<file path="config.mk">
export PLATFORM = sky130hd
export DESIGN_NAME = cordic_atan2_q32_flat
export DESIGN_NICKNAME = d
export VERILOG_FILES = /design/src/rtl/cat2_pkg.sv /design/src/rtl/cat2_coord_if.sv /design/src/rtl/cat2_angle_if.sv /design/src/rtl/cordic_atan2_q32.sv /design/src/rtl/cat2_dp.sv /design/src/rtl/cat2_ctrl.sv /design/src/flat_wrapper.sv
export SDC_FILE = /design/constraint.sdc
export NUM_CORES = 2
export LEC_CHECK = 0
export BUFFER_PORTS_ARGS = -buffer_cell sky130_fd_sc_hd__buf_2
export CAP_MARGIN = 20
export CORE_MARGIN = 2
export CORE_UTILIZATION = 49
export DETAILED_ROUTE_END_ITERATION = 12
export MAX_ROUTING_LAYER = met4
export PLACE_DENSITY = 0.66
export SETUP_SLACK_MARGIN = 0.15
export SYNTH_ARGS = -nofsm -noshare
export SYNTH_HDL_FRONTEND = slang
export SYNTH_SLANG_ARGS = --single-unit
export TNS_END_PERCENT = 30
</file>
<file path="constraint.sdc">
create_clock -name clk -period 28.3 [get_ports clk]
set_clock_uncertainty 0.1 [all_clocks]
set_input_delay 5.66 -clock clk [delete_from_list [all_inputs] [get_ports clk]]
set_output_delay 5.66 -clock clk [all_outputs]
set_load 0.05 [all_outputs]
</file>
<file path="src/rtl/cat2_pkg.sv">
// ----------------------------------------------------------------------------
// cat2_pkg: shared types and constants for the CORDIC atan2 block
// Widths, fixed-point constants, the arctangent step table and the
// command/status bundles that join the controller and the datapath.
// ----------------------------------------------------------------------------
`default_nettype none

package cat2_pkg;

  // Field widths
  localparam int COORD_W = 64;
  localparam int ANGLE_W = 35;
  localparam int IDX_W   = 5;   // index into the 32-entry step table
  localparam int CNT_W   = 6;   // step counter, holds 0..32

  // pi in Q32.32
  localparam logic signed [ANGLE_W-1:0] PI_RAW = 35'sd13493037705;

  // Largest magnitude allowed after normalization: (2^63-1)/4
  localparam logic signed [COORD_W-1:0] SAFE_MAG = 64'sh1FFF_FFFF_FFFF_FFFF;

  // Command word from controller to datapath
  typedef struct packed {
    logic             load;   // capture a new coordinate pair
    logic             shift;  // normalize: both coordinates >>> 1
    logic             quad;   // quadrant fold and angle preset
    logic             step;   // one CORDIC vectoring step
    logic             emit;   // copy angle into the output register
    logic [IDX_W-1:0] idx;    // step number
  } cmd_t;

  // Status from datapath to controller
  typedef struct packed {
    logic need_shift;  // a coordinate is still too large
    logic y_zero;      // y has reached exactly zero
  } sts_t;

  // atan(2^-i) in Q32.32
  function automatic logic [31:0] step_angle(input logic [IDX_W-1:0] i);
    logic [31:0] a;
    unique case (i)
      5'd0:  a = 32'd3373259426;
      5'd1:  a = 32'd1991351318;
      5'd2:  a = 32'd1052175346;
      5'd3:  a = 32'd534100635;
      5'd4:  a = 32'd268086748;
      5'd5:  a = 32'd134174063;
      5'd6:  a = 32'd67103403;
      5'd7:  a = 32'd33553749;
      5'd8:  a = 32'd16777131;
      5'd9:  a = 32'd8388597;
      5'd10: a = 32'd4194303;
      5'd11: a = 32'd2097152;
      5'd12: a = 32'd1048576;
      5'd13: a = 32'd524288;
      5'd14: a = 32'd262144;
      5'd15: a = 32'd131072;
      5'd16: a = 32'd65536;
      5'd17: a = 32'd32768;
      5'd18: a = 32'd16384;
      5'd19: a = 32'd8192;
      5'd20: a = 32'd4096;
      5'd21: a = 32'd2048;
      5'd22: a = 32'd1024;
      5'd23: a = 32'd512;
      5'd24: a = 32'd256;
      5'd25: a = 32'd128;
      5'd26: a = 32'd64;
      5'd27: a = 32'd32;
      5'd28: a = 32'd16;
      5'd29: a = 32'd8;
      5'd30: a = 32'd4;
      5'd31: a = 32'd2;
      default: a = 32'd0;
    endcase
    return a;
  endfunction

endpackage

`default_nettype wire

</file>
<file path="src/rtl/cat2_coord_if.sv">
// ----------------------------------------------------------------------------
// cat2_coord_if: coordinate channel
// Valid/ready channel carrying one (y, x) word in signed Q32.32.
// ----------------------------------------------------------------------------
`default_nettype none

interface cat2_coord_if import cat2_pkg::*; ();
  logic                      valid;
  logic                      ready;
  logic signed [COORD_W-1:0] y_value;
  logic signed [COORD_W-1:0] x_value;

  modport source (output valid, output y_value, output x_value, input ready);
  modport sink   (input valid, input y_value, input x_value, output ready);
endinterface

`default_nettype wire

</file>
<file path="src/rtl/cat2_angle_if.sv">
// ----------------------------------------------------------------------------
// cat2_angle_if: angle channel
// Valid/ready channel carrying one angle word in signed Q32.32 radians.
// ----------------------------------------------------------------------------
`default_nettype none

interface cat2_angle_if import cat2_pkg::*; ();
  logic                      valid;
  logic                      ready;
  logic signed [ANGLE_W-1:0] angle;

  modport source (output valid, output angle, input ready);
  modport sink   (input valid, input angle, output ready);
endinterface

`default_nettype wire

</file>
<file path="src/rtl/cordic_atan2_q32.sv">
// ----------------------------------------------------------------------------
// cordic_atan2_q32: four-quadrant arctangent by CORDIC vectoring
// Top level: sequencer plus datapath behind two valid/ready channels.
// ----------------------------------------------------------------------------
// Takes a signed Q32.32 pair (y, x) and returns atan2(y, x) as a signed
// Q32.32 radian angle in a 35-bit word; a zero pair gives zero. One word is
// worked on at a time. After acceptance the block runs the normalizing right
// shifts (0 to 3), the quadrant fold, the vectoring steps of the single
// shared shift-add unit (up to ITERATIONS, fewer once y reaches zero) and
// the load of the output register; the next word is taken after that load.
// The result waits in the output register while the next word is already
// being taken and worked on; if that result is still waiting when the next
// word finishes its steps, the next word holds in the step loop until the
// output register is free.
// ----------------------------------------------------------------------------
`default_nettype none

module cordic_atan2_q32 import cat2_pkg::*; #(
  parameter int ITERATIONS = 32
) (
  input  logic         clk,
  input  logic         rst,
  cat2_coord_if.sink   coord,
  cat2_angle_if.source result
);

  cmd_t cmd;
  sts_t sts;

  cat2_ctrl #(
    .ITERATIONS (ITERATIONS)
  ) u_ctrl (
    .clk          (clk),
    .rst          (rst),
    .coord_valid  (coord.valid),
    .coord_ready  (coord.ready),
    .result_valid (result.valid),
    .result_ready (result.ready),
    .sts          (sts),
    .cmd          (cmd)
  );

  cat2_dp u_dp (
    .clk   (clk),
    .cmd   (cmd),
    .y_in  (coord.y_value),
    .x_in  (coord.x_value),
    .sts   (sts),
    .angle (result.angle)
  );

endmodule

`default_nettype wire

</file>
<file path="src/rtl/cat2_dp.sv">
// ----------------------------------------------------------------------------
// cat2_dp: CORDIC datapath
// Vector registers, one shared shift-add vectoring unit, the angle
// accumulator and the output angle register.
// ----------------------------------------------------------------------------
`default_nettype none

module cat2_dp import cat2_pkg::*; (
  input  logic                      clk,
  input  cmd_t                      cmd,
  input  logic signed [COORD_W-1:0] y_in,
  input  logic signed [COORD_W-1:0] x_in,
  output sts_t                      sts,
  output logic signed [ANGLE_W-1:0] angle
);

  logic signed [COORD_W-1:0] vx;
  logic signed [COORD_W-1:0] vy;
  logic signed [ANGLE_W-1:0] acc;
  logic signed [ANGLE_W-1:0] angle_q;

  logic signed [COORD_W-1:0] sx;
  logic signed [COORD_W-1:0] sy;
  logic signed [ANGLE_W-1:0] step_ang;
  logic                      x_big;
  logic                      y_big;

  // status: magnitude check and zero detect
  assign x_big = (vx > SAFE_MAG) || (vx < -SAFE_MAG);
  assign y_big = (vy > SAFE_MAG) || (vy < -SAFE_MAG);
  assign sts.need_shift = x_big || y_big;
  assign sts.y_zero     = (vy == '0);

  // shared barrel shifters and table angle
  assign sx       = vx >>> cmd.idx;
  assign sy       = vy >>> cmd.idx;
  assign step_ang = signed'({{(ANGLE_W-32){1'b0}}, step_angle(cmd.idx)});

  // vector and accumulator
  always_ff @(posedge clk) begin
    if (cmd.load) begin
      vx  <= x_in;
      vy  <= y_in;
      acc <= '0;
    end else if (cmd.shift) begin
      vx <= vx >>> 1;
      vy <= vy >>> 1;
    end else if (cmd.quad) begin
      if (vx[COORD_W-1]) begin
        vx  <= -vx;
        vy  <= -vy;
        acc <= vy[COORD_W-1] ? -PI_RAW : PI_RAW;
      end
    end else if (cmd.step) begin
      if (!vy[COORD_W-1]) begin
        vx  <= vx + sy;
        vy  <= vy - sx;
        acc <= acc + step_ang;
      end else begin
        vx  <= vx - sy;
        vy  <= vy + sx;
        acc <= acc - step_ang;
      end
    end
  end

  // output word register
  always_ff @(posedge clk) begin
    if (cmd.emit) begin
      angle_q <= acc;
    end
  end

  assign angle = angle_q;

endmodule

`default_nettype wire

</file>
<file path="src/rtl/cat2_ctrl.sv">
// ----------------------------------------------------------------------------
// cat2_ctrl: CORDIC sequencer
// Walks each word through normalization, quadrant fold and the vectoring
// steps, and owns the input ready and the output valid.
// ----------------------------------------------------------------------------
`default_nettype none

module cat2_ctrl import cat2_pkg::*; #(
  parameter int ITERATIONS = 32
) (
  input  logic clk,
  input  logic rst,
  input  logic coord_valid,
  output logic coord_ready,
  output logic result_valid,
  input  logic result_ready,
  input  sts_t sts,
  output cmd_t cmd
);

  localparam logic [1:0] S_IDLE = 2'd0;
  localparam logic [1:0] S_NORM = 2'd1;
  localparam logic [1:0] S_ITER = 2'd2;

  logic [1:0]       state;
  logic [1:0]       state_next;
  logic [CNT_W-1:0] cnt;
  logic [CNT_W-1:0] cnt_next;
  logic             out_valid;
  logic             out_valid_next;
  logic             out_free;
  logic             finished;

  assign out_free = !out_valid || result_ready;
  assign finished = sts.y_zero || (cnt == CNT_W'(ITERATIONS));

  // next state and commands
  always_comb begin
    state_next = state;
    cnt_next   = cnt;
    cmd        = '0;
    cmd.idx    = cnt[IDX_W-1:0];
    unique case (state)
      S_IDLE: begin
        if (coord_valid) begin
          cmd.load   = 1'b1;
          cnt_next   = '0;
          state_next = S_NORM;
        end
      end
      S_NORM: begin
        if (sts.need_shift) begin
          cmd.shift = 1'b1;
        end else begin
          cmd.quad   = 1'b1;
          state_next = S_ITER;
        end
      end
      S_ITER: begin
        if (finished) begin
          if (out_free) begin
            cmd.emit   = 1'b1;
            state_next = S_IDLE;
          end
        end else begin
          cmd.step = 1'b1;
          cnt_next = cnt + 1'b1;
        end
      end
      default: state_next = S_IDLE;
    endcase
  end

  // output word holds until taken
  always_comb begin
    if (cmd.emit) begin
      out_valid_next = 1'b1;
    end else if (result_ready) begin
      out_valid_next = 1'b0;
    end else begin
      out_valid_next = out_valid;
    end
  end

  always_ff @(posedge clk) begin
    if (rst) begin
      state     <= S_IDLE;
      cnt       <= '0;
      out_valid <= 1'b0;
    end else begin
      state     <= state_next;
      cnt       <= cnt_next;
      out_valid <= out_valid_next;
    end
  end

  assign coord_ready  = (state == S_IDLE);
  assign result_valid = out_valid;

endmodule

`default_nettype wire

</file>
<file path="src/flat_wrapper.sv">
// flat-port wrapper written by rule: the top's interface ports become plain ports
module cordic_atan2_q32_flat import cat2_pkg::*;
#(
  parameter int ITERATIONS = 32
)
  (clk, rst, coord_valid, coord_y_value, coord_x_value, coord_ready, result_valid, result_angle, result_ready);
  cat2_coord_if coord_i ();
  cat2_angle_if result_i ();
  input  logic clk;
  input  logic rst;
  input wire logic [$bits(coord_i.valid)-1:0] coord_valid;
  input wire logic [$bits(coord_i.y_value)-1:0] coord_y_value;
  input wire logic [$bits(coord_i.x_value)-1:0] coord_x_value;
  output wire logic [$bits(coord_i.ready)-1:0] coord_ready;
  output wire logic [$bits(result_i.valid)-1:0] result_valid;
  output wire logic [$bits(result_i.angle)-1:0] result_angle;
  input wire logic [$bits(result_i.ready)-1:0] result_ready;
  assign coord_i.valid = coord_valid;
  assign coord_i.y_value = coord_y_value;
  assign coord_i.x_value = coord_x_value;
  assign coord_ready = coord_i.ready;
  assign result_valid = result_i.valid;
  assign result_angle = result_i.angle;
  assign result_i.ready = result_ready;
  cordic_atan2_q32 #(.ITERATIONS(ITERATIONS)) u_core (.clk(clk), .rst(rst), .coord(coord_i), .result(result_i));
endmodule
</file>
## Word level (Yosys, flattened, before mapping)

Memory sizes are Yosys's and may differ from the RTL's. A register that Yosys moved wholly into a read port is not among the register bits.
Index checks and enable logic that the tools add are counted.

| cells by class | value |
|---|---|
| add/subtract/negate cells | 9 |
| equality and inequality tests | 12 |
| multiplexer cells | 38 |
| bitwise logic cells | 1 |
| shift operators | 2 |
| magnitude comparators | 4 |
| reduce and logical (&&, ||, !) cells | 19 |

Operators by type and width:

| kind | number |
|---|---|
| $mux 64 | 12 |
| $mux 35 | 5 |
| $add 64x64->64 | 2 |
| $gt 64x62->1 const B | 2 |
| $lt 64x62->1 const B | 2 |
| $neg 64->64 | 2 |
| $sshr 64x5->64 | 2 |
| $sub 64x64->64 | 2 |
| $logic_not 64->1 | 1 |
| $add 35x33->35 | 1 |
| $sub 35x33->35 | 1 |
| $mux 2 | 6 |
| $mux 6 | 2 |
| $ne 2x2->1 const B | 6 |
| $pmux 6 s2 | 1 |
| $mux 5 | 2 |
| $mux 1 | 9 |
| $reduce_and 3->1 | 3 |
| $add 6x1->6 const B | 1 |
| $eq 6x6->1 const B | 1 |
| $pmux 2 s3 | 1 |
| $reduce_bool 2->1 | 3 |
| $logic_or 1x1->1 | 5 |
| $ne 4x2->1 const B | 1 |
| other kinds (11) | 12 |

| storage, ports and cells | value |
|---|---|
| logic and storage cells | 95 |
| memory bits (read-only) | 1,024 |
| input bits | 132 |
| flip-flop bits (word level) | 207 |
| memories | 1 |
| output and inout bits | 37 |

Memories:

| memory | words | width | rd ports | clocked after Yosys merged registers in | wr ports | line | source |
|---|---|---|---|---|---|---|---|
| (no name shown) | 32 | 32 | 1 | 1 | 0 | cat2_pkg.sv:41 | `unique case (i)` |

## Logic depth before layout (Yosys ltp)

| depth | value |
|---|---|
| depth after elaboration | 9 |
| gate-level depth with buffers | 32 |
| gate-level depth less buffers | 26 |

## Hierarchy

From an unflattened synthesis, not the netlist that was laid out.

| second synthesis, totals | value |
|---|---|
| cell total of the unflattened synthesis | 4,738 |
| area, all modules | 36,731.5 µm² |

Modules (own cells, without submodules):

| module | area each (µm²) | cells an instance | seq. area each (µm²) | instances |
|---|---|---|---|---|
| cat2_dp | 36,181.0 | 4,671 | 5,595.4 | 1 |
| cat2_ctrl | 550.5 | 67 | 180.2 | 1 |

## Worst setup path before layout

Ideal clock, no wire load.

| timing | value |
|---|---|
| kind | input to register |
| from | input coord_valid |
| to | register u_core.u_dp.vy[63] (enable) |
| data required time | 27.884 ns |
| buffers on the path | 1 |
| slack | 15.296 ns |
| arrival time | 12.587 ns |
| stages | 5 |
| cell sequence | and2_1 clkbuf_1 nor2_1 a21oi_1 nor2b_1 |

| on the way | value |
|---|---|
| word-level cells in the longest chain between the ends | 4 |
| elaborated cells on any way between the ends | 6 |
| classes of those cells | eq/ne: 2; mux: 2; reduce/logical: 2 |

Ends and longest elaborated chain:

| what | line | source |
|---|---|---|
| start: declaration | flat_wrapper.sv:11 | `input wire logic [$bits(coord_i.valid)-1:0] coord_valid;` |
| $mux 1 (*) | cat2_ctrl.sv:45 | `if (coord_valid) begin` |
| $mux 1 (*) | cat2_ctrl.sv:43 | `unique case (state)` |
| $ne 3x2->1 (no line), or another cell as far along | n/a |  |
| $reduce_and 3->1 (no line) (*) | n/a |  |
| end signal: assignment | cat2_dp.sv:51 | `vy <= -vy;` |
| end signal: assignment | cat2_dp.sv:57 | `vy <= vy - sx;` |
| end signal: assignment | cat2_dp.sv:61 | `vy <= vy + sx;` |
| end: declaration | cat2_dp.sv:18 | `logic signed [COORD_W-1:0] vy;` |

Every way passes the cells marked *; elsewhere a longest branch is shown, timed or not.
A chain may end at the register's enable or synchronous reset.

## Worst setup path in the final report

| timing | value |
|---|---|
| from | register u_core.u_ctrl.cnt[3] |
| to | register u_core.u_dp.vx[62], data pin |

| on the way | value |
|---|---|
| word-level cells in the longest chain between the ends | 7 |
| elaborated cells on any way between the ends | 8 |
| classes of those cells | add/sub: 2; shift: 1; mux: 5 |

Ends and longest elaborated chain:

| what | line | source |
|---|---|---|
| start: declaration | cat2_ctrl.sv:27 | `logic [CNT_W-1:0] cnt;` |
| start signal: assignment | cat2_ctrl.sv:92 | `cnt <= cnt_next;` |
| $sshr 64x5->64 (*) | cat2_dp.sv:36 | `assign sy = vy >>> cmd.idx;` |
| $add 64x64->64 / $sub 64x64->64 (equally long branches) | cat2_dp.sv:56, cat2_dp.sv:60 |  |
| $mux 64 (*) | cat2_dp.sv:55 | `if (!vy[COORD_W-1]) begin` |
| $mux 64 (*) | cat2_dp.sv:54 | `end else if (cmd.step) begin` |
| $mux 64 (*) | cat2_dp.sv:48 | `end else if (cmd.quad) begin` |
| $mux 64 (*) | cat2_dp.sv:45 | `end else if (cmd.shift) begin` |
| $mux 64 (*) | cat2_dp.sv:41 | `if (cmd.load) begin` |
| end signal: assignment | cat2_dp.sv:42 | `vx <= x_in;` |
| end signal: assignment | cat2_dp.sv:46 | `vx <= vx >>> 1;` |
| end signal: assignment | cat2_dp.sv:50 | `vx <= -vx;` |
| end: declaration | cat2_dp.sv:17 | `logic signed [COORD_W-1:0] vx;` |

Every way passes the cells marked *; elsewhere a longest branch is shown, timed or not. The select of a mux whose other input is x is not followed.

==> flow_summary.yaml <==
die:
  die_h_um: 280
  coreArea_um2: 75700
  rows: 101
  die-area_um2: 78300
  die_w_um: 280
  num_io_pins: 169
  initial_core_util: 0.493
worst_setup_path:
  r2r-start: "u_core.u_ctrl.cnt[3]"
  worstPathRequired_ps: 28550
  critPathArrivalTime_ps: 9840
  reg2reg_depth: 25
  crit_type: "flip-flop to flip-flop"
  cpMostUsedCell: "a21o_1"
  slowest_delay_ps: 800
  cp_max_fo: 55
  reg2reg_slack_ps: 18710
  crit_start: "u_core.u_ctrl.cnt[3]"
  crit_path_end_kind: "flip-flop"
  slowest_stage: "dfxtp_4"
  timing.rr.end: "u_core.u_dp.vx[62]"
  crit_path_start_kind: "flip-flop"
cells_and_area:
  regArea_um2: 6430
  multi_input_comb_area_um2: 28800
  fillerInstances: 7270
  final_nets: 4743
  syn2layout_area_growth_pct: 5.14
  stdcell_count: 5430
  post-route-util: 0.518
  drive_gt1_frac: 0.138
global_route:
  antenna_found_initial: 7
  grt_overflow_total: 0
  grtUsageTotal: 0.396
  grt_pass1_vias: 35600
  grt_pass1_wl_um: 233000
  grt_max_degree: 126
hold_path:
  hp-start: "u_core.u_dp.acc[0]"
  min_path_cells: 0
  hp-class: "flip-flop to flip-flop"
  hold_end: "u_core.u_dp.angle[0]"
clock_network:
  clk_latency_ps: 660
  cts_buffer_depth: 3
  clkSinkCount: 239
  cts_tree: "yes"
  path_clk_slew_ps: 70
  cts-root-buf: "clkbuf_16"
  htreeDepth: 1
  hold_buffers: 0
  postCtsSetupBuffers: 0
  cts_resized: 0
  cts_buffers: 31
route:
  vias_per_cell: 7.12
  dr.pass1.iters: 10
  wl_per_cell_um: 28.6
  drc: 0
  drt_iter0_drc: 5183
  wirelength_um: 156000
  vias: 38700
  drt.antenna.violating_nets: 0
logic_synthesis:
  yosys.area.top_type_share: 0.131
  synthCells: 4572
  synth_commonest_cells: "nor2_1, nand2_1, a21oi_1"
  ys_seq_area_frac: 0.172
  synth-seq-cells: 239
  synth.avg_cell_area_um2: 8.16
  yosys-top-cells-area: "edfxtp_1, mux4_2, ha_1, mux2i_1, xnor2_1"
  synth_ff_type: "edfxtp_1"
  yosys_warnings: 0
  synth_edf_count: 163
  syn-num-nets: 4894
  yosysTopAreaCell: "edfxtp_1"
  post-synth-top-count-cell: "nor2_1"
  synthesis.area_um2: 37300
  postSynth.asyncResetShare: 0
  synthDistinctLibCells: 109
place:
  dp_hpwl_um: 117000
  io_buffer_count: 168
  place_inst: 5365
  gp_congestion: 1.09
timing:
  slew_headroom: 0.181
  hold_viol: 0
  final.period_utilization: 0.339
  min_period_ps: 9590
  finalSetupViolCount: 0
  drv_slew: 0
  worstMarginPinSlew_ps: 1220
  hold_slack_ps: 359
  rsz0062_at_grt: "false"
  fmax_mhz: 104
  final.setup.tns_ps: 0
status:
  status: "finished clean"
flow_run:
  drv_cap: 0
## per-layer routing
metal | vias up | global-route usage | share of wire
met5 | - | - | 0
met4 | 0 | 0.158 | 0.048
met3 | 435 | 0.0827 | 0.12
met2 | 2452 | 0.576 | 0.42
met1 | 18600 | 0.536 | 0.41
li1 | 17200 | - | -
## flip-flops by register name (all words and copies together) (netlist names)
register                    cells
u_core.u_dp.angle              35
u_core.u_ctrl.cnt               6
u_core.u_dp.vy                 64
u_core.u_ctrl.result_valid      1
u_core.u_dp.vx                 64
u_core.u_dp.step_ang           32
u_core.u_ctrl.state             2
u_core.u_dp.acc                35
## cell families (layout without fill, tap and decap cells)
| kind of cell | count (synthesis) | after routing | synth area share |
|---|---|---|---|
| simple gates | 1399 | 1399 | 0.186 |
| flops | 239 | 239 | 0.172 |
| xor+xnor | 390 | 390 | 0.0920 |
| other cells | 0 | 8 | 0 |
| compound gates | 1442 | 1442 | 0.256 |
| mux | 427 | 427 | 0.172 |
| fa+ha+maj | 190 | 190 | 0.0644 |
| buf+inv | 485 | 357 | 0.0576 |
## per-stage QoR
step                      cell area [µm²]  setup WS, ps
final                               39200         18710
after global placement              38100         19180
after global routing                39200         18240
after detailed placement            38100         19020
after floorplan                     37300         15300
after CTS                           39200         19000
## worst max-delay path, delay by kind of cell, from the launching register on
kind / cells / cell delay [ps]
muxes: 2 / 1120
AOI/OAI and AO/OA: 10 / 2580
adders and majority gates: 1 / 390
xor gates and xnor gates: 2 / 340
DFF: 1 / 800
buffers and inverters: 3 / 1530
and+or+nand+nor: 7 / 2350
## worst max-delay path by stage
stage	to	slack, ps	depth (start not counted)
finish	u_core.u_dp.vx[62]	18710	25
CTS	u_core.u_dp.vx[62]	19000	25
detailed placement	u_core.u_dp.vx[62]	19020	25
floorplan	u_core.u_dp.vy[63]	15300	5
global placement	u_core.u_dp.vx[62]	19180	25
global route	u_core.u_dp.vx[62]	18240	25
## cell usage in the layout, fill, tap and decap left out, types with 34 or more instances in the layout
master	instances
a211oi_1	39
a21o_1	113
a21oi_1	337
a222oi_1	34
a22oi_1	103
a31oi_1	96
and2_1	49
and3_1	47
buf_2	169
buf_4	67
dfxtp_1	71
edfxtp_1	163
ha_1	187
inv_1	56
mux2_2	69
mux2i_1	189
mux4_2	157
nand2_1	349
nand2b_1	41
nand3_1	93
nand4_1	54
nor2_1	391
nor3_1	104
o211ai_1	36
o21ai_0	291
o22ai_1	49
or3_1	47
or4_1	35
xnor2_1	215
xor2_1	174
## cell type report
type | count | area share
multi-input combinational | 3848 | 0.734
sequential | 239 | 0.164
timing repair buffer | 238 | 0.0354
tap | 978 | 0.0312
clock buffer | 38 | 0.0215
clock inverter | 18 | 0.00673
inverter | 63 | 0.00606
antenna | 8 | 0.000511
Power is left out: the tool's default activity adds up to more than one toggle a clock period on the data nets, which glitch-free logic cannot reach.
